[src/rtl/assert_macros.svh]
// Assertion helpers for the RTL files that check their own logic.
`ifndef ASSERT_MACROS_SVH
`define ASSERT_MACROS_SVH

// The condition must never be true outside reset.
`define BB3_ASSERT_NEVER(label, clk, rst_n, cond, msg) \
    label: assert property (@(posedge clk) disable iff (!rst_n) !(cond)) \
        else $error(msg);

// The consequent must hold in the same cycle as the antecedent.
`define BB3_ASSERT_IMPLY(label, clk, rst_n, ante, cons, msg) \
    label: assert property (@(posedge clk) disable iff (!rst_n) (ante) |-> (cons)) \
        else $error(msg);

// The consequent must hold in the cycle after the antecedent.
`define BB3_ASSERT_NEXT(label, clk, rst_n, ante, cons, msg) \
    label: assert property (@(posedge clk) disable iff (!rst_n) (ante) |=> (cons)) \
        else $error(msg);

`endif

[src/rtl/bb3_pkg.sv]
`timescale 1ns / 1ps

package bb3_pkg;

    // Line memory ring: eight rows, so the front can run ahead of the back.
    localparam int SLOT_BITS = 3;

    // Configuration register width and reset sizes
    localparam int CFG_BITS             = 11;
    localparam int FRAME_WIDTH_DEFAULT  = 640;
    localparam int FRAME_HEIGHT_DEFAULT = 480;

    // Job queue between front and back
    localparam int QUEUE_DEPTH = 2;

    typedef logic [SLOT_BITS-1:0] slot_t;

    // Red sits in the lowest byte, matching tdata.
    typedef struct packed {
        logic [7:0] blue;
        logic [7:0] green;
        logic [7:0] red;
    } pixel_t;

    typedef enum logic {
        REQ_PIXEL = 1'b0,
        REQ_FLUSH = 1'b1
    } req_t;

    typedef enum logic {
        REG_FRAME_WIDTH  = 1'b0,
        REG_FRAME_HEIGHT = 1'b1
    } cfg_reg_t;

    // Which neighbors of a result pixel lie inside the frame, and whether it ends the frame
    typedef struct packed {
        logic top_ok;
        logic bot_ok;
        logic left_ok;
        logic right_ok;
        logic last;
    } job_flags_t;

    // Back end sequencer states
    typedef enum logic [1:0] {
        BK_IDLE,
        BK_READ,
        BK_DRAIN,
        BK_FINISH
    } back_state_t;

endpackage

[src/rtl/bb3_queue.sv]
`timescale 1ns / 1ps

module bb3_queue #(
    parameter int WIDTH = 16
) (
    input  logic             clk,
    input  logic             rst_n,
    input  logic             push,
    input  logic [WIDTH-1:0] push_data,
    input  logic             pop,
    output logic [WIDTH-1:0] head_data,
    output logic             full,
    output logic             empty
);
    import bb3_pkg::*;

    localparam int PTR_BITS = (QUEUE_DEPTH > 1) ? $clog2(QUEUE_DEPTH) : 1;
    localparam int CNT_BITS = $clog2(QUEUE_DEPTH + 1);

    logic [WIDTH-1:0]    entry_reg [QUEUE_DEPTH];
    logic [PTR_BITS-1:0] wr_ptr_reg;
    logic [PTR_BITS-1:0] rd_ptr_reg;
    logic [CNT_BITS-1:0] count_reg;

    assign full      = (count_reg == CNT_BITS'(QUEUE_DEPTH));
    assign empty     = (count_reg == '0);
    assign head_data = entry_reg[rd_ptr_reg];

    // Advance pointers and occupancy
    always_ff @(posedge clk or negedge rst_n)
    begin
        if (!rst_n)
        begin
            wr_ptr_reg <= '0;
            rd_ptr_reg <= '0;
            count_reg  <= '0;
        end
        else
        begin
            if (push)
            begin
                wr_ptr_reg <= (wr_ptr_reg == PTR_BITS'(QUEUE_DEPTH - 1)) ? '0
                                                                         : wr_ptr_reg + PTR_BITS'(1);
            end
            if (pop)
            begin
                rd_ptr_reg <= (rd_ptr_reg == PTR_BITS'(QUEUE_DEPTH - 1)) ? '0
                                                                         : rd_ptr_reg + PTR_BITS'(1);
            end
            if (push && !pop)
            begin
                count_reg <= count_reg + CNT_BITS'(1);
            end
            else if (pop && !push)
            begin
                count_reg <= count_reg - CNT_BITS'(1);
            end
        end
    end

    // Store entries
    always_ff @(posedge clk)
    begin
        if (push)
        begin
            entry_reg[wr_ptr_reg] <= push_data;
        end
    end

endmodule

[config.mk]
export PLATFORM = sky130hd
export DESIGN_NAME = bb3_queue
export DESIGN_NICKNAME = d
export VERILOG_FILES = /design/src/rtl/assert_macros.svh /design/src/rtl/bb3_pkg.sv /design/src/rtl/bb3_queue.sv
export SDC_FILE = /design/constraint.sdc
export NUM_CORES = 1
export LEC_CHECK = 0
export BUFFER_PORTS_ARGS = -buffer_cell sky130_fd_sc_hd__buf_2
export CORE_ASPECT_RATIO = 1.5
export CORE_MARGIN = 1.5
export CORE_UTILIZATION = 53
export CTS_BUF_LIST = sky130_fd_sc_hd__clkbuf_4 sky130_fd_sc_hd__clkbuf_8
export CTS_CLUSTER_SIZE = 12
export DETAILED_ROUTE_END_ITERATION = 7
export PLACE_DENSITY = 0.81
export SYNTH_ARGS = -nofsm -noshare
export SYNTH_HDL_FRONTEND = slang
export SYNTH_SLANG_ARGS = --single-unit
export TNS_END_PERCENT = 1
[constraint.sdc]
create_clock -name clk -period 1.9 [get_ports clk]
set_input_delay 0.285 -clock clk [delete_from_list [all_inputs] [get_ports clk]]
set_output_delay 0.285 -clock clk [all_outputs]
set_load 0.02 [all_outputs]
# Word-level counts from Yosys, hierarchy flattened

Memory sizes are Yosys's and may differ from the RTL's.
Cells that the tools add are included.

Flip-flop bits (word level): 4
Output and inout bits: 18
Memories: 1
Input bits: 20
RAM bits: 32
Word-level logic and storage cells: 21

Memory list:

| name      | words | width | read ports | clocked after memory_dff | wr ports | RTL line        | RTL |
|---|---|---|---|---|---|---|---|
| entry_reg | 2     | 16    | 1          | 0                        | 1        | bb3_queue.sv:20 | `logic [WIDTH-1:0] entry_reg [QUEUE_DEPTH];` |

Reduce and logical (&&, ||, !) cells: 6
Eq/ne operators: 1
$add $sub $neg: 4
Muxes and demuxes: 6

Operators by type and width:

| cell                                             | number |
|---|---|
| 2-to-1 mux 1 bit                                 | 4 |
| 2-to-1 mux 2 bit                                 | 2 |
| adder 1 bit, second input constant               | 2 |
| adder 2 x 1 -> 2 bit, second input constant      | 1 |
| equality test 2 bit, second input constant       | 1 |
| logical AND 1 bit                                | 2 |
| logical NOT 1 bit                                | 2 |
| logical NOT 2 bit                                | 1 |
| nonzero test 2 bit                               | 1 |
| subtractor 2 x 1 -> 2 bit, second input constant | 1 |

# Logic depth before layout (Yosys ltp)

Gate-level depths: netlist (run 1).

Depth in word-level cells: 4
Depth in mapped cells: 5
Mapped depth without buffers: 5

# Least setup slack after synthesis (run 1)

Ideal clock, no wire load.

Kind: register to register
From: register wr_ptr_reg
To: memory entry_reg[0][0] (enable)
Arrival: 1139 ps
Library setup time: 390 ps
Required time: 1510 ps
Period minus slack after synthesis: 1529 ps
Setup slack: 371 ps
Buffers on the path: 0
Cell stages (with the launch flop): 2
Path through: dfrtp_1 nor2b_1

RTL lines:

| what                     | RTL line        | RTL |
|---|---|---|
| start: declaration       | bb3_queue.sv:21 | `logic [PTR_BITS-1:0] wr_ptr_reg;` |
| start signal: assignment | bb3_queue.sv:42 | `wr_ptr_reg <= (wr_ptr_reg == PTR_BITS'(QUEUE_DEPTH - 1)) ? '0` |
| end: declaration         | bb3_queue.sv:20 |  |

Straight into the memory's write port.

# Worst setup path after layout (run 1)

From: register rd_ptr_reg
To: output head_data[0]

Longest elaborated chain between the ends: 1

RTL lines:

| what                     | RTL line        | RTL |
|---|---|---|
| start: declaration       | bb3_queue.sv:22 | `logic [PTR_BITS-1:0] rd_ptr_reg;` |
| start signal: assignment | bb3_queue.sv:47 | `rd_ptr_reg <= (rd_ptr_reg == PTR_BITS'(QUEUE_DEPTH - 1)) ? '0` |
| memory (2 x 16 bit)      | --              |  |
| end: declaration         | bb3_queue.sv:11 | `output logic [WIDTH-1:0] head_data,` |

Every way passes these cells.

==> metrics, run 1 <==
status=completed; share of cells above drive strength 1=57.4%; Post-CTS Setup Inserts=0; die height=65.8 µm; FF+latch count, synth=36; first-pass GRT wire length=3.33 mm; Comb power frac=36.6%; sw frac=31.7%; commonest non-fill, non-tap cell in the layout=buf_2; most frequent cells in the layout=buf_2, edfxtp_1, mux2_4; Clock Root Buffer=clkbuf_4; H-tree depth=2; Core ar.=2480 µm²; Setup TNS=0 ns; Final period util=89.7%; Clock power frac=18.3%; Hold Path Origin=push_data[8]; Final Max Tran Viols=0; Area after DPL=1610 µm²; Worst R2R Path Depth=2; Avg WL per Cell=between 10 and 15 µm; # IOs=38; final worst path period need=1.70 ns; CP Capture Type=primary output; Fin. Hold Viols=0; CTS buffer count=5; Slew @ Worst Pin=approximately 0.33 ns; CTS Sinks=36; number of setup violations in the final report=0; Sequential Power Share=45.1%; fmax=587 MHz; R2R Path End=entry_reg[1][3]$_DFFE_PP_; fillcell total=179; Hold Path Class=in2reg; Cells after Synth=66; area of all sequential standard cells=1060 µm²; TritonRoute pass-1 iters=4; sequence of cells on the critical path=buf_4, mux2_2, buf_2; reg-to-reg startpoint=wr_ptr_reg$_DFFE_PN0P_; slowest stage cell, crit path=dfrtp_1; Skew-Pair Late Insertion Delay=0.33 ns; synth-to-layout area growth=21.8%; sequential share of the synthesized area=76.2%; Worst-path clk slew=0.10 ns; leak pwr=0.712 nW; Synth Area per Inst=around 21 µm²; area share of the largest cell type after synthesis=69.0%; die width=44.9 µm; row cnt=22; total power=2.51 mW; Min-Delay Path Depth=1; CP Launch Type=flip-flop; final worst slack=0.195 ns; critical path's largest stage delay=around 0.37 ns; die area=2950 µm²; VDD IR max=748 µV; total grt overflow=0; Final ANT Viol Nets=0; PwrDens=1480 nW/µm²; post-DP HPWL=1.55 mm; top cells by area, synth=edfxtp_1, mux2_4, dfrtp_1; GP Congestion=between 0.6 and 0.7; max_slew headroom=77.8%; DRC=0; Psw=0.795 mW; initial antenna violation count=0; area of the multi-input gates=297 µm²; Setup Skew=approximately 0.0063 ns; unrepaired setup endpoints after global routing=no; mapped cell area=about 1400 µm²; synth unique cells=13; ant diodes=0; kind of critical path=reg2out; max_cap viols=0; vias in the first global route=757; Nets=135; Largest register FFs=32; synth warn=0; FF-to-FF setup slack=0.61 ns; buffers added on ports=37; maximum clock path buffer count=2; CTS tree=yes; via count=720; Final Cell Area=1700 µm²; DR iter-0 viols=11; largest net degree at the start of global routing=12; Internal=1.71 mW; Via density=5.18; WP data arrival=roughly 1.4 ns; Initial Util=56.2%; Max Fanout on Critical Path=10; Place WS=0.557 ns; Min-Delay Endpoint=entry_reg[1][8]$_DFFE_PP_; area leader, netlist=edfxtp_1; syn nets=87; Detailed Route WL=2.07 mm; CP required=1.62 ns; Global Route Usage Sum=between 10% and 20%
through the flow:
step	hold slack [ns]	utilization, %	cells
floorplan	-0.0106	-	66
global placement	0.0913	65.2	130
detailed placement	0.0963	65.2	130
CTS	0.116	68.5	139
global route	0.106	68.5	139
finish	0.133	68.5	139
power by group through the flow:
stage          logic, mW  clock network (mW)  registers (mW)
6_report           0.918               0.459            1.13
5_1_grt            0.990               0.498            1.15
4_1_cts            0.933               0.472            1.13
3_5_place_dp       0.927                   0            1.15
3_3_place_gp       0.908                   0            1.14
2_1_floorplan      0.711                   0            1.13
what timing repair did:
item	CTS	global route
resized for setup	0	0
hold buffers	1	0
hold endpoints to repair	4	0
layer usage:
metal | global-route usage, % | up-vias | wire length (µm)
met5 | 0 | - | 0
li1 | - | 343 | -
met3 | 6.83 | 6 | 106
met4 | 8.82 | 0 | 52
met1 | 17.2 | 345 | 771
met2 | 29.0 | 26 | 1140
worst max-delay path by stage:
stage | endpoint | slack [ns] | cells after the start | from
final | head_data[0] | 0.20 | 3 | rd_ptr_reg$_DFFE_PN0P_
after global routing | head_data[4] | 0.13 | 3 | rd_ptr_reg$_DFFE_PN0P_
after CTS | head_data[0] | 0.17 | 3 | rd_ptr_reg$_DFFE_PN0P_
after detailed placement | head_data[0] | 0.56 | 3 | rd_ptr_reg$_DFFE_PN0P_
after global placement | head_data[3] | 0.60 | 3 | rd_ptr_reg$_DFFE_PN0P_
after floorplan | entry_reg[0][0]$_DFFE_PP_ | 0.37 | 1 | wr_ptr_reg$_DFFE_PN0P_
synth_stat cells:
cell type   n
edfxtp_1   32
mux2_4      9
mux2_2      7
dfrtp_1     4
xor2_1      4
nor2_1      2
nor2b_1     2
and2_1      1
buf_12      1
buf_6       1
ha_1        1
inv_1       1
xnor2_1     1
layout make-up:
class,instances,share of cell area [%]
tap,24,1.77
inverter,1,0.221
sequential,36,62.5
timing repair buffer,43,13.7
multi-input combinational,27,17.5
clock buffer,8,4.28
worst max-delay path, delay by kind of cell, from the launching register on:
family                 cells  cell delay [ns]
buffers and inverters      2             0.37
DFF                        1             0.37
muxes                      1             0.35
cells by family after synthesis:
group,after synthesis,synth area share [%]
buf+inv,3,2.52
xor+xnor,5,3.14
fa+ha+maj,1,0.898
mux,16,15.4
flops,36,76.2
simple gates,5,1.89
Note: power is estimated with default switching activity, not from simulation.
==> inputs of run 2 (changes only) <==
--- a/config.mk
+++ b/config.mk
@@ -8,11 +8,10 @@
 export BUFFER_PORTS_ARGS = -buffer_cell sky130_fd_sc_hd__buf_2
 export CORE_ASPECT_RATIO = 1.5
 export CORE_MARGIN = 1.5
-export CORE_UTILIZATION = 53
-export CTS_BUF_LIST = sky130_fd_sc_hd__clkbuf_4 sky130_fd_sc_hd__clkbuf_8
+export CORE_UTILIZATION = 50
 export CTS_CLUSTER_SIZE = 12
 export DETAILED_ROUTE_END_ITERATION = 7
-export PLACE_DENSITY = 0.81
+export PLACE_DENSITY = 0.77
 export SYNTH_ARGS = -nofsm -noshare
 export SYNTH_HDL_FRONTEND = slang
 export SYNTH_SLANG_ARGS = --single-unit
==> metrics, run 2 (same netlist as run 1, synthesis figures left out) <==
Initial Util=a little over half; max_slew headroom=82.3%; Global Route Usage Sum=15.2%; first-pass GRT wire length=3.04 mm; Core Util, Final=about two thirds; Fin. Hold Viols=0; leak pwr=roughly 0.7 nW; Max Fanout on Critical Path=11; Avg WL per Cell=13.2 µm; Final Non-Filler Cells=about 150; die width=46.1 µm; initial antenna violation count=0; Clock Root Buffer=clkbuf_8; Final ANT Viol Nets=0; ant diodes=0; Crit path max-delay family=buffers and inverters; final worst path period need=between 1.5 and 2 ns; Setup TNS=0 ns; Core ar.=2650 µm²; Skew-Pair Late Insertion Delay=0.28 ns; Largest register FFs=32; Via density=between 4 and 5; total grt overflow=0; die height=67.6 µm; Hold Path Class=in2reg; CP Launch Type=flip-flop; fillcell total=212; Comb power frac=between 30% and 40%; post-CTS resize count=0; DRC=0; Internal=about 1.7 mW; synth-to-layout area growth=23.0%; most frequent cells in the layout=buf_2, edfxtp_1, mux2_4; Final Max Tran Viols=0; CTS buffer count=5; sequence of cells on the critical path=buf_4, mux2_2, buf_2; Final period util=86.2%; # placed instances=142; # IOs=38; Sequential Power Share=45.0%; slowest stage cell, crit path=mux2_2; Area after DPL=1620 µm²; maximum clock path buffer count=2; VDD IR max=~800 µV; Post-CTS Setup Inserts=0; Slew @ Worst Pin=0.265 ns; vias in the first global route=722; CTS tree=yes; largest net degree at the start of global routing=17; Setup Skew=0.00997 ns; row cnt=23; critical path's largest stage delay=0.36 ns; via count=709; Final Cell Area=1710 µm²; fmax=610 MHz; status=completed; kind of critical path=reg2out; PwrDens=1470 nW/µm²; worst path bufs/invs=2; Worst-path clk slew=0.07 ns; share of cells above drive strength 1=54.4%; DR iter-0 viols=29; max_cap viols=0; commonest non-fill, non-tap cell in the layout=buf_2; number of setup violations in the final report=0; WP data arrival=1.35 ns; hold_ws=around 0.19 ns; CTS Sinks=36; buffers added on ports=37; Clock power frac=between 10% and 20%; hold buffers post-CTS=1; H-tree depth=2; CP required=1.62 ns; sw frac=31.5%; die area=3120 µm²; CP Capture Type=primary output; Detailed Route WL=about 2 mm; Nets=about 130; GP Congestion=between 0.6 and 0.7; Psw=0.791 mW; post-DP HPWL=1.43 mm; unrepaired setup endpoints after global routing=no; TritonRoute pass-1 iters=3
[run 2: cell types whose count changed in the layout (fill, tap and decap cells not counted), sizes merged]
cell	change
clkinv	+2
buf	-1
clkbuf	-2
[run 2: final cells by class]
type | count | area (µm²) | area share (%)
Sequential cell | 36 | 1060 | 61.9
Clock inverter | 2 | 7.51 | 0.438
Tap cell | 37 | 46.3 | 2.70
Clock buffer | 6 | 72.6 | 4.24
Multi-Input combinational cell | 27 | 297 | 17.3
Timing Repair Buffer | 42 | 225 | 13.1
Inverter | 1 | 3.75 | 0.219
[run 2: per-stage QoR]
stage / setup WS [ns] / power (mW)
2_1_floorplan: 0.371 / 1.84
3_3_place_gp: 0.589 / 2.03
3_5_place_dp: 0.546 / 2.07
4_1_cts: 0.230 / 2.56
5_1_grt: 0.190 / 2.66
6_report: 0.262 / 2.51
[run 2: power by group through the flow]
stage               clock, mW  sequential, mW  combinational [mW]
finish                  0.481            1.13               0.903
global route            0.544            1.14               0.970
CTS                     0.503            1.13               0.919
detailed placement          0            1.15               0.915
global placement            0            1.14               0.891
floorplan                   0            1.13               0.711
[run 2: worst paths after layout]
kind | cells past startpoint | to | slack, ns | start
worst max-delay path | 3 | head_data[0] | 0.26 | rd_ptr_reg$_DFFE_PN0P_
worst min-delay path | 1 | entry_reg[0][1]$_DFFE_PP_ | 0.19 | push_data[1]
worst max register to register | 2 | entry_reg[1][2]$_DFFE_PP_ | 0.67 | wr_ptr_reg$_DFFE_PN0P_
worst min register to register | 1 | wr_ptr_reg$_DFFE_PN0P_ | 0.49 | wr_ptr_reg$_DFFE_PN0P_
max in group asynchronous | 2 | count_reg[1]$_DFFE_PN0P_ | 1.43 | rst_n
min in group asynchronous | 2 | rd_ptr_reg$_DFFE_PN0P_ | 0.34 | rst_n
[run 2: routing by layer]
metal | vias to the layer above | global-route usage, % | share of wire [%]
li1 | 340 | - | -
met1 | 342 | 14.3 | 38
met2 | 25 | 24.1 | 54
met3 | 2 | 8.82 | 6.6
met4 | 0 | 9.64 | 0.85
met5 | - | 0 | 0
