--- src/rtl/assert_macros.svh ---
// Assertion helpers for the RTL files that check their own logic.
`ifndef ASSERT_MACROS_SVH
`define ASSERT_MACROS_SVH

// The condition must never be true outside reset.
`define BB3_ASSERT_NEVER(label, clk, rst_n, cond, msg) \
    label: assert property (@(posedge clk) disable iff (!rst_n) !(cond)) \
        else $error(msg);

// The consequent must hold in the same cycle as the antecedent.
`define BB3_ASSERT_IMPLY(label, clk, rst_n, ante, cons, msg) \
    label: assert property (@(posedge clk) disable iff (!rst_n) (ante) |-> (cons)) \
        else $error(msg);

// The consequent must hold in the cycle after the antecedent.
`define BB3_ASSERT_NEXT(label, clk, rst_n, ante, cons, msg) \
    label: assert property (@(posedge clk) disable iff (!rst_n) (ante) |=> (cons)) \
        else $error(msg);

`endif

--- src/rtl/bb3_pkg.sv ---
`timescale 1ns / 1ps

package bb3_pkg;

    // Line memory ring: eight rows, so the front can run ahead of the back.
    localparam int SLOT_BITS = 3;

    // Configuration register width and reset sizes
    localparam int CFG_BITS             = 11;
    localparam int FRAME_WIDTH_DEFAULT  = 640;
    localparam int FRAME_HEIGHT_DEFAULT = 480;

    // Job queue between front and back
    localparam int QUEUE_DEPTH = 2;

    typedef logic [SLOT_BITS-1:0] slot_t;

    // Red sits in the lowest byte, matching tdata.
    typedef struct packed {
        logic [7:0] blue;
        logic [7:0] green;
        logic [7:0] red;
    } pixel_t;

    typedef enum logic {
        REQ_PIXEL = 1'b0,
        REQ_FLUSH = 1'b1
    } req_t;

    typedef enum logic {
        REG_FRAME_WIDTH  = 1'b0,
        REG_FRAME_HEIGHT = 1'b1
    } cfg_reg_t;

    // Which neighbors of a result pixel lie inside the frame, and whether it ends the frame
    typedef struct packed {
        logic top_ok;
        logic bot_ok;
        logic left_ok;
        logic right_ok;
        logic last;
    } job_flags_t;

    // Back end sequencer states
    typedef enum logic [1:0] {
        BK_IDLE,
        BK_READ,
        BK_DRAIN,
        BK_FINISH
    } back_state_t;

endpackage

--- src/rtl/bb3_front.sv ---
`timescale 1ns / 1ps

module bb3_front #(
    parameter int MAX_WIDTH  = 1024,
    parameter int MAX_HEIGHT = 1024
) (
    input  logic                                           clk,
    input  logic                                           rst_n,
    input  logic                                           s_axis_tvalid,
    output logic                                           s_axis_tready,
    input  bb3_pkg::pixel_t                                s_axis_tdata,
    input  logic                                           s_axis_tuser,
    input  logic                                           cfg_we,
    input  logic                                           cfg_index,
    input  logic [bb3_pkg::CFG_BITS-1:0]                   cfg_data,
    input  logic                                           queue_full,
    output logic                                           job_push,
    output bb3_pkg::job_flags_t                            job_flags,
    output bb3_pkg::slot_t                                 job_slot,
    output logic [$clog2(MAX_WIDTH)-1:0]                   job_col,
    output logic                                           wr_en,
    output logic [bb3_pkg::SLOT_BITS+$clog2(MAX_WIDTH)-1:0] wr_addr,
    output bb3_pkg::pixel_t                                wr_data
);
    import bb3_pkg::*;

    localparam int CW = $clog2(MAX_WIDTH);
    localparam int WW = $clog2(MAX_WIDTH + 1);
    localparam int HW = $clog2(MAX_HEIGHT + 1);
    localparam int WIDTH_RESET  = (FRAME_WIDTH_DEFAULT > MAX_WIDTH) ? MAX_WIDTH
                                                                   : FRAME_WIDTH_DEFAULT;
    localparam int HEIGHT_RESET = (FRAME_HEIGHT_DEFAULT > MAX_HEIGHT) ? MAX_HEIGHT
                                                                     : FRAME_HEIGHT_DEFAULT;

    logic [WW-1:0] width_reg;
    logic [HW-1:0] height_reg;
    logic [HW-1:0] in_row_reg,  in_row_upd;
    logic [CW-1:0] in_col_reg,  in_col_upd;
    slot_t         in_slot_reg, in_slot_upd;
    logic [HW-1:0] out_row_reg, out_row_next;
    logic [CW-1:0] out_col_reg, out_col_next;
    slot_t         out_slot_reg, out_slot_next;
    logic          ahead_reg,   ahead_upd, ahead_next;

    logic [WW-1:0] cfg_width;
    logic [HW-1:0] cfg_height;
    logic          accept;
    logic          is_pixel;
    logic          in_last_col;
    logic          in_last_row;
    logic          overrun;
    logic          take_pixel;
    logic [HW-1:0] out_row_plus;
    logic [WW-1:0] out_col_plus;
    logic          bot_ok;
    logic          right_ok;
    logic [HW-1:0] need_row;
    logic [WW-1:0] need_col;
    logic          ready;

    // Clamp written sizes into 1..MAX
    assign cfg_width  = (cfg_data == '0) ? WW'(1)
                      : ((32'(cfg_data) > 32'(MAX_WIDTH)) ? WW'(MAX_WIDTH) : WW'(cfg_data));
    assign cfg_height = (cfg_data == '0) ? HW'(1)
                      : ((32'(cfg_data) > 32'(MAX_HEIGHT)) ? HW'(MAX_HEIGHT) : HW'(cfg_data));

    // Accept while the job queue has room
    assign s_axis_tready = !queue_full;
    assign accept        = s_axis_tvalid && s_axis_tready;
    assign is_pixel      = (s_axis_tuser == REQ_PIXEL);

    // Classify the input position; drop a pixel that would overrun an older frame
    assign in_last_col = ((WW'(in_col_reg) + WW'(1)) == width_reg);
    assign in_last_row = ((in_row_reg + HW'(1)) == height_reg);
    assign overrun     = ahead_reg && in_last_row && in_last_col;
    assign take_pixel  = accept && is_pixel && !overrun;

    // Store the pixel in the line memory
    assign wr_en   = take_pixel;
    assign wr_addr = {in_slot_reg, in_col_reg};
    assign wr_data = s_axis_tdata;

    // Advance the input position
    always_comb
    begin
        in_col_upd  = in_col_reg;
        in_row_upd  = in_row_reg;
        in_slot_upd = in_slot_reg;
        ahead_upd   = ahead_reg;
        if (take_pixel)
        begin
            if (in_last_col)
            begin
                in_col_upd  = '0;
                in_slot_upd = in_slot_reg + slot_t'(1);
                if (in_last_row)
                begin
                    in_row_upd = '0;
                    ahead_upd  = 1'b1;
                end
                else
                begin
                    in_row_upd = in_row_reg + HW'(1);
                end
            end
            else
            begin
                in_col_upd = in_col_reg + CW'(1);
            end
        end
    end

    // Decide whether the next result has its whole neighborhood
    assign out_row_plus = out_row_reg + HW'(1);
    assign out_col_plus = WW'(out_col_reg) + WW'(1);
    assign bot_ok       = (out_row_plus < height_reg);
    assign right_ok     = (out_col_plus < width_reg);
    assign need_row     = bot_ok ? out_row_plus : (height_reg - HW'(1));
    assign need_col     = right_ok ? out_col_plus : (width_reg - WW'(1));
    assign ready        = ahead_upd || (in_row_upd > need_row)
                       || ((in_row_upd == need_row) && (WW'(in_col_upd) > need_col));

    // Hand the job to the back end
    assign job_push           = accept && ready;
    assign job_flags.top_ok   = (out_row_reg != '0);
    assign job_flags.bot_ok   = bot_ok;
    assign job_flags.left_ok  = (out_col_reg != '0);
    assign job_flags.right_ok = right_ok;
    assign job_flags.last     = !bot_ok && !right_ok;
    assign job_slot           = out_slot_reg;
    assign job_col            = out_col_reg;

    // Advance the output position
    always_comb
    begin
        out_col_next  = out_col_reg;
        out_row_next  = out_row_reg;
        out_slot_next = out_slot_reg;
        ahead_next    = ahead_upd;
        if (ready)
        begin
            if (!right_ok)
            begin
                out_col_next  = '0;
                out_slot_next = out_slot_reg + slot_t'(1);
                if (!bot_ok)
                begin
                    out_row_next = '0;
                    ahead_next   = 1'b0;
                end
                else
                begin
                    out_row_next = out_row_plus;
                end
            end
            else
            begin
                out_col_next = CW'(out_col_plus);
            end
        end
    end

    // Hold sizes and positions; a register write restarts the stream
    always_ff @(posedge clk or negedge rst_n)
    begin
        if (!rst_n)
        begin
            width_reg    <= WW'(WIDTH_RESET);
            height_reg   <= HW'(HEIGHT_RESET);
            in_row_reg   <= '0;
            in_col_reg   <= '0;
            in_slot_reg  <= '0;
            out_row_reg  <= '0;
            out_col_reg  <= '0;
            out_slot_reg <= '0;
            ahead_reg    <= 1'b0;
        end
        else if (cfg_we)
        begin
            case (cfg_index)
                REG_FRAME_WIDTH:  width_reg  <= cfg_width;
                REG_FRAME_HEIGHT: height_reg <= cfg_height;
                default: ;
            endcase
            in_row_reg   <= '0;
            in_col_reg   <= '0;
            in_slot_reg  <= '0;
            out_row_reg  <= '0;
            out_col_reg  <= '0;
            out_slot_reg <= '0;
            ahead_reg    <= 1'b0;
        end
        else if (accept)
        begin
            in_row_reg   <= in_row_upd;
            in_col_reg   <= in_col_upd;
            in_slot_reg  <= in_slot_upd;
            out_row_reg  <= out_row_next;
            out_col_reg  <= out_col_next;
            out_slot_reg <= out_slot_next;
            ahead_reg    <= ahead_next;
        end
    end

endmodule

--- config.mk ---
export PLATFORM = sky130hd
export DESIGN_NAME = bb3_front
export DESIGN_NICKNAME = d
export VERILOG_FILES = /design/src/rtl/assert_macros.svh /design/src/rtl/bb3_pkg.sv /design/src/rtl/bb3_front.sv
export SDC_FILE = /design/constraint.sdc
export NUM_CORES = 1
export LEC_CHECK = 0
export ABC_AREA = 0
export BUFFER_PORTS_ARGS = -buffer_cell sky130_fd_sc_hd__buf_2
export CAP_MARGIN = 25
export CORE_MARGIN = 3
export CORE_UTILIZATION = 59
export DETAILED_ROUTE_END_ITERATION = 10
export GPL_TIMING_DRIVEN = 0
export PLACE_DENSITY = 0.79
export SETUP_SLACK_MARGIN = 0.15
export SLEW_MARGIN = 25
export SYNTH_ARGS = -nofsm -noshare
export SYNTH_HDL_FRONTEND = slang
export SYNTH_SLANG_ARGS = --single-unit
--- constraint.sdc ---
create_clock -name clk -period 6.9 [get_ports clk]
set_clock_uncertainty 0.1 [all_clocks]
set_input_delay 1.38 -clock clk [delete_from_list [all_inputs] [get_ports clk]]
set_output_delay 1.38 -clock clk [all_outputs]
set_load 0.01 [all_outputs]
**After elaboration in Yosys (flattened, before gate mapping)**

Cells that the tools add are included.

- $add $sub $neg: 9
- Bitwise gates (word level): 2
- Eq/ne operators: 4
- Mux-type cells: 38
- Magnitude comparators: 5
- Reductions and logical operators: 26

Operator list:

| kind | count |
|---|---|
| 11-bit 2-to-1 mux | 14 |
| 10-bit 2-to-1 mux | 8 |
| 11-bit equality test | 3 |
| 3-bit 2-to-1 mux | 8 |
| 10-bit by 1-bit adder with 11-bit output, second input constant | 2 |
| 11-bit by 1-bit adder with 11-bit output, second input constant | 2 |
| 11-bit less-than comparator | 2 |
| 11-bit by 1-bit subtractor with 11-bit output, second input constant | 2 |
| 10-bit by 11-bit > comparator with 1-bit output | 1 |
| 11-bit > comparator | 1 |
| 11-bit > comparator, second input constant | 1 |
| 11-bit zero test | 1 |
| 11-bit nonzero test | 1 |
| 10-bit by 1-bit adder with 10-bit output, second input constant | 1 |
| 10-bit nonzero test | 1 |
| 1-bit logical AND | 8 |
| 1-bit 2-to-1 mux | 8 |
| 2-bit nonzero test | 4 |
| 3-bit by 1-bit adder with 3-bit output, second input constant | 2 |
| 2-bit AND reduction | 3 |
| 3-bit AND reduction | 2 |
| 1-bit zero test | 4 |
| 1-bit logical OR | 2 |
| 2-bit inequality test, second input constant | 1 |
| 1-bit NOT | 2 |

- Word-level logic and storage cells: 93
- Flip-flop bits (word level): 71

**Depth between registers and ports, before layout**

Gate-level depths: netlist of run 1.

- Depth in word-level cells: 13
- Mapped depth: 22
- Depth with buffers taken out: 21

**Worst setup path after synthesis of run 1**

No wires, ideal clock.

- Path kind: input to output
- From: input port s_axis_tvalid
- To: output port job_push
- Arrival time: 4.804 ns
- Cell stages on the path: 15
- Slack: 0.616 ns
- Path through: nor2b_1 > clkbuf_1 > nand2b_1 > or4_4 > buf_6 > a21oi_4 > o21ai_0 > a22o_1 > ha_1 > nand4_1 > nor4_1 > a31oi_1 > or2_2 > o21ai_1 > nand2_1

- Cells in the longest elaborated chain, start to end: 8

Ends and longest elaborated chain:

| item | RTL line | source |
|---|---|---|
| start: declaration | bb3_front.sv:9 | `input logic s_axis_tvalid,` |
| 1-bit logical AND (*) | bb3_front.sv:69 | `assign accept = s_axis_tvalid && s_axis_tready;` |
| 1-bit logical AND (2 in series) | bb3_front.sv:76 | `assign take_pixel = accept && is_pixel && !overrun;` |
| 11-bit 2-to-1 mux or 10-bit 2-to-1 mux (tied branches) | bb3_front.sv:90 | `if (take_pixel)` |
| 11-bit > comparator (tied with other cells) | bb3_front.sv:120 | `assign ready = ahead_upd \|\| (in_row_upd > need_row)` |
| 1-bit logical OR or 1-bit logical AND (tied branches) | bb3_front.sv:120, bb3_front.sv:121 |  |
| 1-bit logical OR | bb3_front.sv:121 | `\|\| ((in_row_upd == need_row) && (WW'(in_col_upd) > need_col));` |
| 1-bit logical AND (*) | bb3_front.sv:124 | `assign job_push = accept && ready;` |
| end: declaration | bb3_front.sv:17 | `output logic job_push,` |

Mark *: on every way between the ends. The rest lies on a longest branch, timed or not.

**Final worst setup path of run 1**

- From: register in_row_reg[1]
- To: output port job_push

- Cells in the longest elaborated chain, start to end: 11

Ends and longest elaborated chain:

| item | RTL line | source |
|---|---|---|
| start: declaration | bb3_front.sv:37 | `logic [HW-1:0] in_row_reg, in_row_upd;` |
| start signal: assignment | bb3_front.sv:195 | `in_row_reg <= in_row_upd;` |
| 11-bit by 1-bit adder with 11-bit output | bb3_front.sv:74, bb3_front.sv:103 |  |
| 11-bit equality test | bb3_front.sv:74 | `assign in_last_row = ((in_row_reg + HW'(1)) == height_reg);` |
| 1-bit logical AND (2 in series) | bb3_front.sv:75 | `assign overrun = ahead_reg && in_last_row && in_last_col;` |
| 1-bit zero test | bb3_front.sv:76 |  |
| 1-bit logical AND | bb3_front.sv:76 |  |
| 11-bit 2-to-1 mux or 10-bit 2-to-1 mux (tied branches) | bb3_front.sv:90 |  |
| 11-bit > comparator (tied with other cells) | bb3_front.sv:120 |  |
| 1-bit logical OR or 1-bit logical AND (tied branches) | bb3_front.sv:120, bb3_front.sv:121 |  |
| 1-bit logical OR (*) | bb3_front.sv:121 |  |
| 1-bit logical AND (*) | bb3_front.sv:124 |  |

Marked as above.

==> impl_metrics.py, run 1 <==
metrics = {
    "status": {
        "outcome": "complete, no violations",
    },
    "global_routing": {
        "grt_overflow": 0,
        "track_usage_pct": 32.3,
        "grt_first_pass_wirelength_um": 32500,
        "antenna_found_initial": 0,
        "grt_pass1_vias": 6441,
        "grt_max_degree": 43,
    },
    "detailed_routing": {
        "drt_wl_total_um": 20400,
        "vias": 6688,
        "ant_nets": 0,
        "drcViolationCount": 0,
        "drt_iter0_drc": 614,
        "avgViaCountPerCell": 6.30,
        "wl_per_cell_um": 19.2,
        "dr.pass1.iters": 6,
    },
    "setup_path": {
        "crit_required_ns": 5.42,
        "r2r-start": "in_row_reg[1]",
        "endpoint_kind": "output pin",
        "r2r_slack_ns": 1.36,
        "rr_worst_depth": 25,
        "startpoint_type": "flop",
        "worstSetupPathType": "reg2out",
        "timing.rr.end": "job_slot[0]",
        "critPathMaxFanout": 10,
        "worstPathArrival_ns": 5.13,
    },
    "min_path": {
        "worstHoldPathType": "reg2reg",
        "whs_path_depth": 1,
        "min_to": "width_reg[10]",
        "hp-start": "width_reg[10]",
    },
    "cts": {
        "clk_pin_slew_ns": 0.09,
        "cts_buffer_depth": 2,
        "tritoncts": "yes",
        "insertion_delay_ns": 0.38,
        "cts-root-buf": "clkbuf_8",
        "cts_sinks": 71,
        "cts.htree.levels": 3,
        "cts_made_buffers": 9,
    },
    "synthesis": {
        "syn_inst": 807,
        "netlist_area_um2": 6550,
        "yosys_warnings": 0,
        "syn-num-nets": 900,
        "synth_edf_count": 0,
        "synth-main-ff-cell": "dfrtp_1",
        "ys_seq_area_share_pct": 27.3,
        "ys_seq_elements": 71,
        "avgSynthCellArea_um2": 8.11,
        "synth.distinct_cells": 76,
        "async_reset_ff_share_pct": 100,
    },
    "sta": {
        "rsz0062_at_grt": "no",
        "post-route-period-util_pct": 95.8,
        "post-route-worst-setup-slack_ns": 0.289,
        "min_period_ns": 6.61,
        "relSlewSlack_pct": 44.5,
        "timing.fmax_mhz": 151,
        "finalSetupViolations": 0,
        "drv_slew": 0,
        "tightest_slew_ns": 0.832,
        "finalHoldViolCount": 0,
        "whs_ns": 0.425,
        "finalSetupTns_ns": 0,
    },
    "floorplan": {
        "ioPinCount": 100,
        "die_y_um": 111,
        "rows": 37,
        "start_util_pct": 62.0,
        "dieArea_um2": 12400,
        "core-area_um2": 10600,
        "die_w_um": 111,
    },
    "power_and_ir_drop": {
        "combPwrFrac_pct": 26.7,
        "p_leak_nw": 3.64,
        "internal_power_mw": 0.765,
        "vdd_drop_max_uv": 155,
        "sequentialPowerShare_pct": 39.7,
        "p_sw_share_pct": 33.4,
        "totalPowerFinal_mw": 1.15,
        "power.density_nw_per_um2": 149,
        "p_sw_mw": 0.384,
        "power_frac_clock_pct": 33.6,
    },
    "place": {
        "dpl_cell_area_um2": 7120,
        "port_buffers": 75,
        "dp_cells": 1019,
        "routabilityCongestion": 0.939,
        "dp_slack_ns": -0.796,
        "dp_hpwl_um": 15000,
    },
    "final_layout": {
        "antenna_cells": 0,
        "final_area_um2": 7730,
        "area_growth_pct": 18.1,
        "finish.utilization_pct": 73.3,
        "final_layout_size_suffix_gt1_share_pct": 25.5,
        "final_cells": 1062,
        "num-nets-final": 1014,
    },
    "flow_run": {
        "cap_violations": 0,
    },
}
-- worst max-delay path: stages (launching register included) --
cell and delay (ns):
dfrtp_2 0.45, ha_2 0.27, and3_1 0.17, buf_4 0.15, and3_4 0.21, nand3_2 0.09
or3_4 0.37, a2111oi_4 0.42, buf_4 0.23, nand2_4 0.09, o21ai_4 0.23, inv_2 0.08
buf_6 0.15, o211a_1 0.15, nor2_1 0.16, ha_1 0.29, a21oi_1 0.14, a21oi_1 0.08
o21ai_0 0.20, a31oi_2 0.16, o21a_1 0.18, o21ai_4 0.17, nand2_1 0.12, buf_2 0.17
-- power by group through the flow --
stage	Clock [mW]	Sequential, mW	Combinational [mW]
5_1_grt	0.411	0.458	0.339
3_5_place_dp	0	0.463	0.281
2_1_floorplan	0	0.455	0.204
6_report	0.386	0.456	0.307
3_3_place_gp	0	0.463	0.271
4_1_cts	0.395	0.455	0.290
-- cell families (layout without fill, tap and decap cells) --
logic type / count (synthesis) / in the layout / share of synthesized area [%]
adder cells (fa/ha/maj): 51 / 51 / 9.75
flip-flops: 71 / 71 / 27.3
multiplexers: 19 / 19 / 3.00
buffers and inverters: 109 / 228 / 8.29
AO/OA/AOI/OAI: 189 / 189 / 19.5
AND/OR/NAND/NOR: 309 / 309 / 24.3
XOR/XNOR: 59 / 59 / 7.89
-- metal layers --
layer / vias up / wire (µm) / share of wire, % / track usage, %
li1: 3104 / - / - / -
met1: 3218 / 8380 / 41 / 39.9
met2: 300 / 9800 / 48 / 54.8
met3: 66 / 1410 / 6.9 / 6.90
met4: 0 / 787 / 3.9 / 14.0
met5: - / 0 / 0 / 0
-- worst max-delay path by stage --
stage                             start  endpoint  slack [ns]  depth (start not counted)
after floorplan           s_axis_tvalid  job_push        0.62                         15
after global placement       queue_full  job_push       -0.82                         16
after detailed placement     queue_full  job_push       -0.80                         16
after CTS                 in_col_reg[0]  job_push        0.16                         20
after global routing      in_row_reg[1]  job_push        0.07                         23
final                     in_row_reg[1]  job_push        0.29                         23
-- placed cells by master, fill, tap and decap left out, types with 24 or more instances in the layout --
master    count
nand2_1      77
o21ai_0      47
nand3_1      40
ha_1         49
nor2_1       54
clkbuf_1     24
dfrtp_1      60
buf_2        80
a21oi_1      54
xnor2_1      39
inv_1        37
buf_4        57
-- cell type report --
cell class | count | area, µm²
timing repair buffer | 103 | 604
fill | 854 | 2820
sequential | 71 | 1790
inverter | 39 | 146
multi-input combinational | 627 | 4390
clock buffer | 10 | 128
clock inverter | 6 | 93.8
buffer | 70 | 412
tap | 136 | 170
-- synthesized netlist by cell type (all sizes together), types with 5 or more instances --
master / number / area, µm²
mux2i: 14 / 140
buf: 37 / 270
a32o: 6 / 60.1
xnor2: 43 / 377
nand4: 15 / 93.8
a21oi: 57 / 300
nand2: 79 / 304
nor2b: 14 / 87.6
and3: 15 / 98.8
o2bb2ai: 7 / 61.3
nor3: 29 / 175
ha: 51 / 638
nand3: 43 / 220
clkbuf: 33 / 126
dfstp: 6 / 158
nand2b: 16 / 100
nor2: 59 / 234
and2: 11 / 68.8
nor4: 11 / 68.8
a31o: 5 / 43.8
o31ai: 8 / 60.1
a31oi: 9 / 56.3
inv: 38 / 143
a22o: 7 / 61.3
o21ai: 51 / 270
dfrtp: 65 / 1630
xor2: 16 / 140
o211a: 6 / 60.1
mux2: 5 / 56.3
-- what timing repair did --
action                     CTS  global route
setup endpoints to repair    1             1
buffers inserted             9            18
hold buffers                 0             0
pin swaps                    4             9
gates resized for setup     20            31
No activity file was read; power rests on OpenSTA's default activity.
==> inputs of run 2 (changes only) <==
--- a/config.mk
+++ b/config.mk
@@ -6,7 +6,7 @@
 export NUM_CORES = 1
 export LEC_CHECK = 0
 export ABC_AREA = 0
-export BUFFER_PORTS_ARGS = -buffer_cell sky130_fd_sc_hd__buf_2
+export BUFFER_PORTS_ARGS = -buffer_cell sky130_fd_sc_hd__buf_4
 export CAP_MARGIN = 25
 export CORE_MARGIN = 3
 export CORE_UTILIZATION = 59
==> run 2 against run 1 <==
  * Setup slack improved by 0.040 ns
  * Via count shrank 2.7%
  * Clock power fell by 6.5%
  * Critical path depth shrank 4
  * Largest cell class unchanged
  * Highest routed layer unchanged
==> impl_metrics.py, run 2 (same netlist as run 1, synthesis figures left out) <==
metrics = {
    "min_path": {
        "min_to": "height_reg[8]",
        "hp-start": "height_reg[8]",
        "worstHoldPathType": "reg2reg",
        "whs_path_depth": 2,
    },
    "setup_path": {
        "r2r-start": "in_row_reg[1]",
        "worstSetupPathType": "reg2out",
        "cp_common_cell": "nand2_1",
        "rr_worst_depth": 23,
        "worstPathArrival_ns": 5.09,
        "cp_cell_sequence": "buf_2 -> and3_1 -> nand2_1 -> xnor2_1 -> or4_4 -> or4_4 -> buf_6 -> a21oi_4 -> o21ai_0 -> a22o_1 -> ha_1 -> nand2_1 -> nor4_4 -> o31ai_2 -> a31oi_2 -> o21a_1 -> o21ai_4 -> nand2_1 -> buf_4",
        "cpPeakStageDelay_ns": 0.56,
        "crit_required_ns": 5.42,
        "endpoint_kind": "output pin",
        "timing.rr.end": "out_row_reg[1]",
        "r2r_slack_ns": 1.48,
        "startpoint_type": "flop",
        "cpMaxStageDelayCell": "or4_4",
        "critPathMaxFanout": 9,
    },
    "final_layout": {
        "final_cells": 1048,
        "layout_common_cells": "119 x buf_4, 77 x nand2_1, 61 x dfrtp_1",
        "num-nets-final": 1000,
        "final_common_cell": "buf_4",
        "area_growth_pct": 18.7,
        "finish.utilization_pct": 73.6,
        "nFillCells": 821,
        "final_layout_size_suffix_gt1_share_pct": 23.7,
        "antenna_cells": 0,
    },
    "cts": {
        "cts_buffer_depth": 2,
        "cts_made_buffers": 9,
        "cts.htree.levels": 3,
        "cts-root-buf": "clkbuf_8",
        "insertion_delay_ns": 0.38,
        "clk_pin_slew_ns": 0.09,
        "cts-hold-fix-buffers": 0,
        "tritoncts": "yes",
        "cts_sinks": 71,
    },
    "floorplan": {
        "core-area_um2": 10600,
        "dieArea_um2": 12400,
        "rows": 37,
        "start_util_pct": 62.0,
        "ioPinCount": 100,
        "die_y_um": 111,
        "die_w_um": 111,
    },
    "power_and_ir_drop": {
        "sequentialPowerShare_pct": 40.4,
        "p_sw_share_pct": 34.3,
        "combPwrFrac_pct": 27.7,
        "power_frac_clock_pct": 32.0,
        "vdd_drop_max_uv": 168,
        "p_sw_mw": 0.388,
        "p_leak_nw": 3.59,
        "power.density_nw_per_um2": 145,
        "internal_power_mw": 0.742,
    },
    "sta": {
        "timing.fmax_mhz": 152,
        "post-route-worst-setup-slack_ns": 0.329,
        "relSlewSlack_pct": 38.2,
        "rsz0062_at_grt": "no",
        "drv_slew": 0,
        "whs_ns": 0.422,
        "tightest_slew_ns": 0.927,
        "min_period_ns": 6.57,
        "post-route-period-util_pct": 95.2,
        "finalHoldViolCount": 0,
        "finalSetupViolations": 0,
    },
    "place": {
        "dp_hpwl_um": 14800,
        "port_buffers": 75,
        "routabilityCongestion": 0.969,
        "dp_slack_ns": -1.03,
        "dp_cells": 1018,
    },
    "global_routing": {
        "grt_max_degree": 72,
        "grt_overflow": 0,
        "track_usage_pct": 31.4,
        "grt_pass1_vias": 6396,
        "antenna_found_initial": 0,
        "grt_first_pass_wirelength_um": 31700,
    },
    "detailed_routing": {
        "dr.pass1.iters": 7,
        "drt_wl_total_um": 19800,
        "ant_nets": 0,
        "wl_per_cell_um": 18.9,
        "drt_iter0_drc": 554,
        "avgViaCountPerCell": 6.21,
        "vias": 6508,
        "drcViolationCount": 0,
    },
    "status": {
        "outcome": "complete, no violations",
    },
    "flow_run": {
        "cap_violations": 0,
    },
}
[run 2: cell count changes in the layout (fill, tap and decap cells not counted), sizes merged]
cell / before / now
buf: 141 / 127
bufinv: 2 / 1
clkinv: 3 / 4
[run 2: power groups by stage]
stage | clock network (mW) | logic (mW) | registers, mW
floorplan | 0 | 0.204 | 0.455
global placement | 0 | 0.280 | 0.463
detailed placement | 0 | 0.289 | 0.463
CTS | 0.364 | 0.298 | 0.455
global route | 0.385 | 0.344 | 0.457
finish | 0.361 | 0.312 | 0.456
[run 2: critical path: cells and delay by family (launching register included)]
kind	cells	cell delay (ns)
compound gates	7	1.28
xor+xnor	1	0.15
fa+ha+maj	1	0.31
buf+inv	3	0.50
flops	1	0.38
simple gates	7	2.07
[run 2: metrics by stage]
stage	power (mW)	area [µm²]	setup TNS (ns)
final	1.13	7770	0
after global routing	1.19	7770	0
after CTS	1.12	7620	0
after detailed placement	0.753	7280	-1.03
after global placement	0.742	7280	-1.08
after floorplan	0.658	6550	0
[run 2: repair_timing]
item                                    in CTS  in global routing
endpoints found under the hold margin        0                  0
buffers inserted                             8                  6
endpoints found under the setup margin       1                  1
pin swaps                                    3                  7
resized for setup                           15                 33
[run 2: per-layer routing]
| metal | share of wire (%) | GRT usage, % | vias up |
|---|---|---|---|
| met5 | 0 | 0 | - |
| met4 | 3.2 | 13.9 | 0 |
| met3 | 7.1 | 4.84 | 61 |
| met2 | 49 | 53.6 | 302 |
| met1 | 41 | 39.3 | 3074 |
| li1 | - | - | 3071 |
[run 2: how the worst max path moves through the flow]
stage	startpoint	to	slack (ns)	cells past startpoint
final	in_col_reg[2]	job_push	0.33	19
after global routing	out_row_reg[2]	job_push	0.06	21
after CTS	in_col_reg[0]	job_push	0.16	18
after detailed placement	queue_full	job_push	-1.03	16
after floorplan	s_axis_tvalid	job_push	0.62	15
after global placement	queue_full	job_push	-1.08	16
[run 2: layout make-up]
| cell class | count | area (µm²) | share of cell area [%] |
|---|---|---|---|
| clock buffer | 10 | 138 | 1.77 |
| timing repair buffer | 89 | 668 | 8.60 |
| buffer | 70 | 412 | 5.30 |
| tap | 136 | 170 | 2.19 |
| multi-input combinational | 627 | 4380 | 56.3 |
| clock inverter | 6 | 68.8 | 0.886 |
| inverter | 39 | 146 | 1.88 |
| sequential | 71 | 1790 | 23.0 |
==> inputs of run 3 (changes only) <==
--- a/config.mk
+++ b/config.mk
@@ -8,11 +8,13 @@
 export ABC_AREA = 0
 export BUFFER_PORTS_ARGS = -buffer_cell sky130_fd_sc_hd__buf_4
 export CAP_MARGIN = 25
+export CELL_PAD_IN_SITES_DETAIL_PLACEMENT = 0
+export CELL_PAD_IN_SITES_GLOBAL_PLACEMENT = 1
 export CORE_MARGIN = 3
-export CORE_UTILIZATION = 59
+export CORE_UTILIZATION = 43
 export DETAILED_ROUTE_END_ITERATION = 10
 export GPL_TIMING_DRIVEN = 0
-export PLACE_DENSITY = 0.79
+export PLACE_DENSITY = 0.78
 export SETUP_SLACK_MARGIN = 0.15
 export SLEW_MARGIN = 25
 export SYNTH_ARGS = -nofsm -noshare
==> run 3 against run 2 <==
  * Setup slack got worse by 0.061 ns
  * Worst hold slack worse by 0.0021 ns
  * Die area up 35%
  * Power increased by 12%
  * Largest cell class unchanged
  * Clock power increased by 35%
  * Wire length is 1.9% higher
==> impl_metrics.py, run 3 (same netlist as run 1, synthesis figures left out) <==
metrics = {
    "floorplan": {
        "die_w_um": 129,
        "die_y_um": 129,
        "dieArea_um2": 16700,
        "core-area_um2": 14700,
        "start_util_pct": 44.5,
        "rows": 44,
        "ioPinCount": 100,
    },
    "place": {
        "routabilityCongestion": 0.925,
        "dp_slack_ns": -1.41,
        "dpl_cell_area_um2": 7340,
        "dp_hpwl_um": 15300,
        "port_buffers": 75,
        "dp_cells": 1066,
    },
    "global_routing": {
        "grt_pass1_vias": 5985,
        "grt_first_pass_wirelength_um": 31500,
        "track_usage_pct": 23.9,
        "grt_max_degree": 72,
        "grt_overflow": 0,
        "antenna_found_initial": 0,
    },
    "sta": {
        "post-route-worst-setup-slack_ns": 0.268,
        "post-route-period-util_pct": 96.1,
        "drv_slew": 0,
        "tightest_slew_ns": 0.828,
        "min_period_ns": 6.63,
        "timing.fmax_mhz": 151,
        "finalHoldViolCount": 0,
        "finalSetupViolations": 0,
        "whs_ns": 0.420,
        "relSlewSlack_pct": 44.8,
        "rsz0062_at_grt": "no",
        "finalSetupTns_ns": 0,
    },
    "setup_path": {
        "worstSetupPathType": "reg2out",
        "timing.rr.end": "job_slot[0]",
        "rr_worst_depth": 21,
        "cpPeakStageDelay_ns": 0.58,
        "critPathMaxFanout": 9,
        "crit_required_ns": 5.42,
        "startpoint_type": "flop",
        "cp_cell_sequence": "clkbuf_4 -> and3_2 -> nand2_1 -> xnor2_1 -> or4_4 -> or4_4 -> buf_8 -> a21oi_4 -> o21ai_1 -> a22o_1 -> ha_1 -> nand3_1 -> nor4_4 -> buf_4 -> o31ai_1 -> a31oi_1 -> o21a_1 -> o21ai_4 -> nand2_2 -> buf_4",
        "worstPathArrival_ns": 5.15,
        "crit_buf_inv": 4,
        "r2r_slack_ns": 1.36,
        "r2r-start": "in_col_reg[2]",
        "critPathTopFamily": "simple AND/OR/NAND/NOR gates",
        "cpMaxStageDelayCell": "or4_4",
        "endpoint_kind": "output pin",
    },
    "final_layout": {
        "nFillCells": 1394,
        "final_area_um2": 8040,
        "final_cells": 1103,
        "num-nets-final": 1007,
        "layout_common_cells": "127 x buf_4, 76 x nand2_1, 62 x dfrtp_1",
        "area_growth_pct": 22.8,
        "final_common_cell": "buf_4",
        "finish.utilization_pct": 54.7,
        "antenna_cells": 0,
        "final_layout_size_suffix_gt1_share_pct": 25.1,
    },
    "detailed_routing": {
        "vias": 6343,
        "avgViaCountPerCell": 5.75,
        "drt_iter0_drc": 483,
        "drcViolationCount": 0,
        "drt_wl_total_um": 20200,
        "ant_nets": 0,
        "dr.pass1.iters": 5,
        "wl_per_cell_um": 18.3,
    },
    "flow_run": {
        "cap_violations": 0,
    },
    "power_and_ir_drop": {
        "vdd_drop_max_uv": 118,
        "p_leak_nw": 3.69,
        "totalPowerFinal_mw": 1.26,
        "power.density_nw_per_um2": 157,
    },
    "cts": {
        "cts_made_buffers": 9,
        "cts-root-buf": "clkbuf_16",
        "tritoncts": "yes",
        "cts.htree.levels": 3,
        "cts-hold-fix-buffers": 0,
        "insertion_delay_ns": 0.35,
        "cts_sinks": 71,
        "clk_pin_slew_ns": 0.07,
        "cts_buffer_depth": 2,
    },
    "status": {
        "outcome": "complete, no violations",
    },
    "min_path": {
        "whs_path_depth": 1,
        "hp-start": "width_reg[10]",
        "worstHoldPathType": "reg2reg",
        "min_to": "width_reg[10]",
    },
}
run 3: worst max-delay path by stage:
stage	from	endpoint	slack (ns)	cells past startpoint
after floorplan	s_axis_tvalid	job_push	0.62	15
after CTS	queue_full	job_push	0.15	18
after global routing	in_col_reg[2]	job_push	0.11	20
after global placement	queue_full	job_push	-1.45	16
final	in_col_reg[2]	job_push	0.27	20
after detailed placement	queue_full	job_push	-1.41	16
run 3: area by class of cell:
class                           count  area, µm²  share of cell area [%]
Sequential cell                    71       1790                    22.2
Inverter                           39        146                    1.82
Multi-Input combinational cell    627       4420                    54.9
Timing Repair Buffer               96        733                    9.12
Tap cell                          184        230                    2.86
Clock inverter                      7       78.8                   0.980
Clock buffer                        9        225                    2.80
Buffer                             70        422                    5.24
run 3: where the power goes:
part	internal (mW)	switching, mW
combinational	0.134	0.182
sequential	0.434	0.0221
clock	0.285	0.203
run 3: layer usage:
metal	up-vias	wire length, µm	global-route usage (%)
met3	37	1070	4.20
met1	3004	8820	31.0
met4	0	531	8.03
met2	224	9740	40.4
li1	3078	-	-
met5	-	0	0
run 3: what timing repair did:
item,4_1_cts,5_1_grt
pin swaps,4,11
gates resized for setup,26,38
buffers inserted,11,9
endpoints found under the hold margin,0,0
endpoints found under the setup margin,2,1
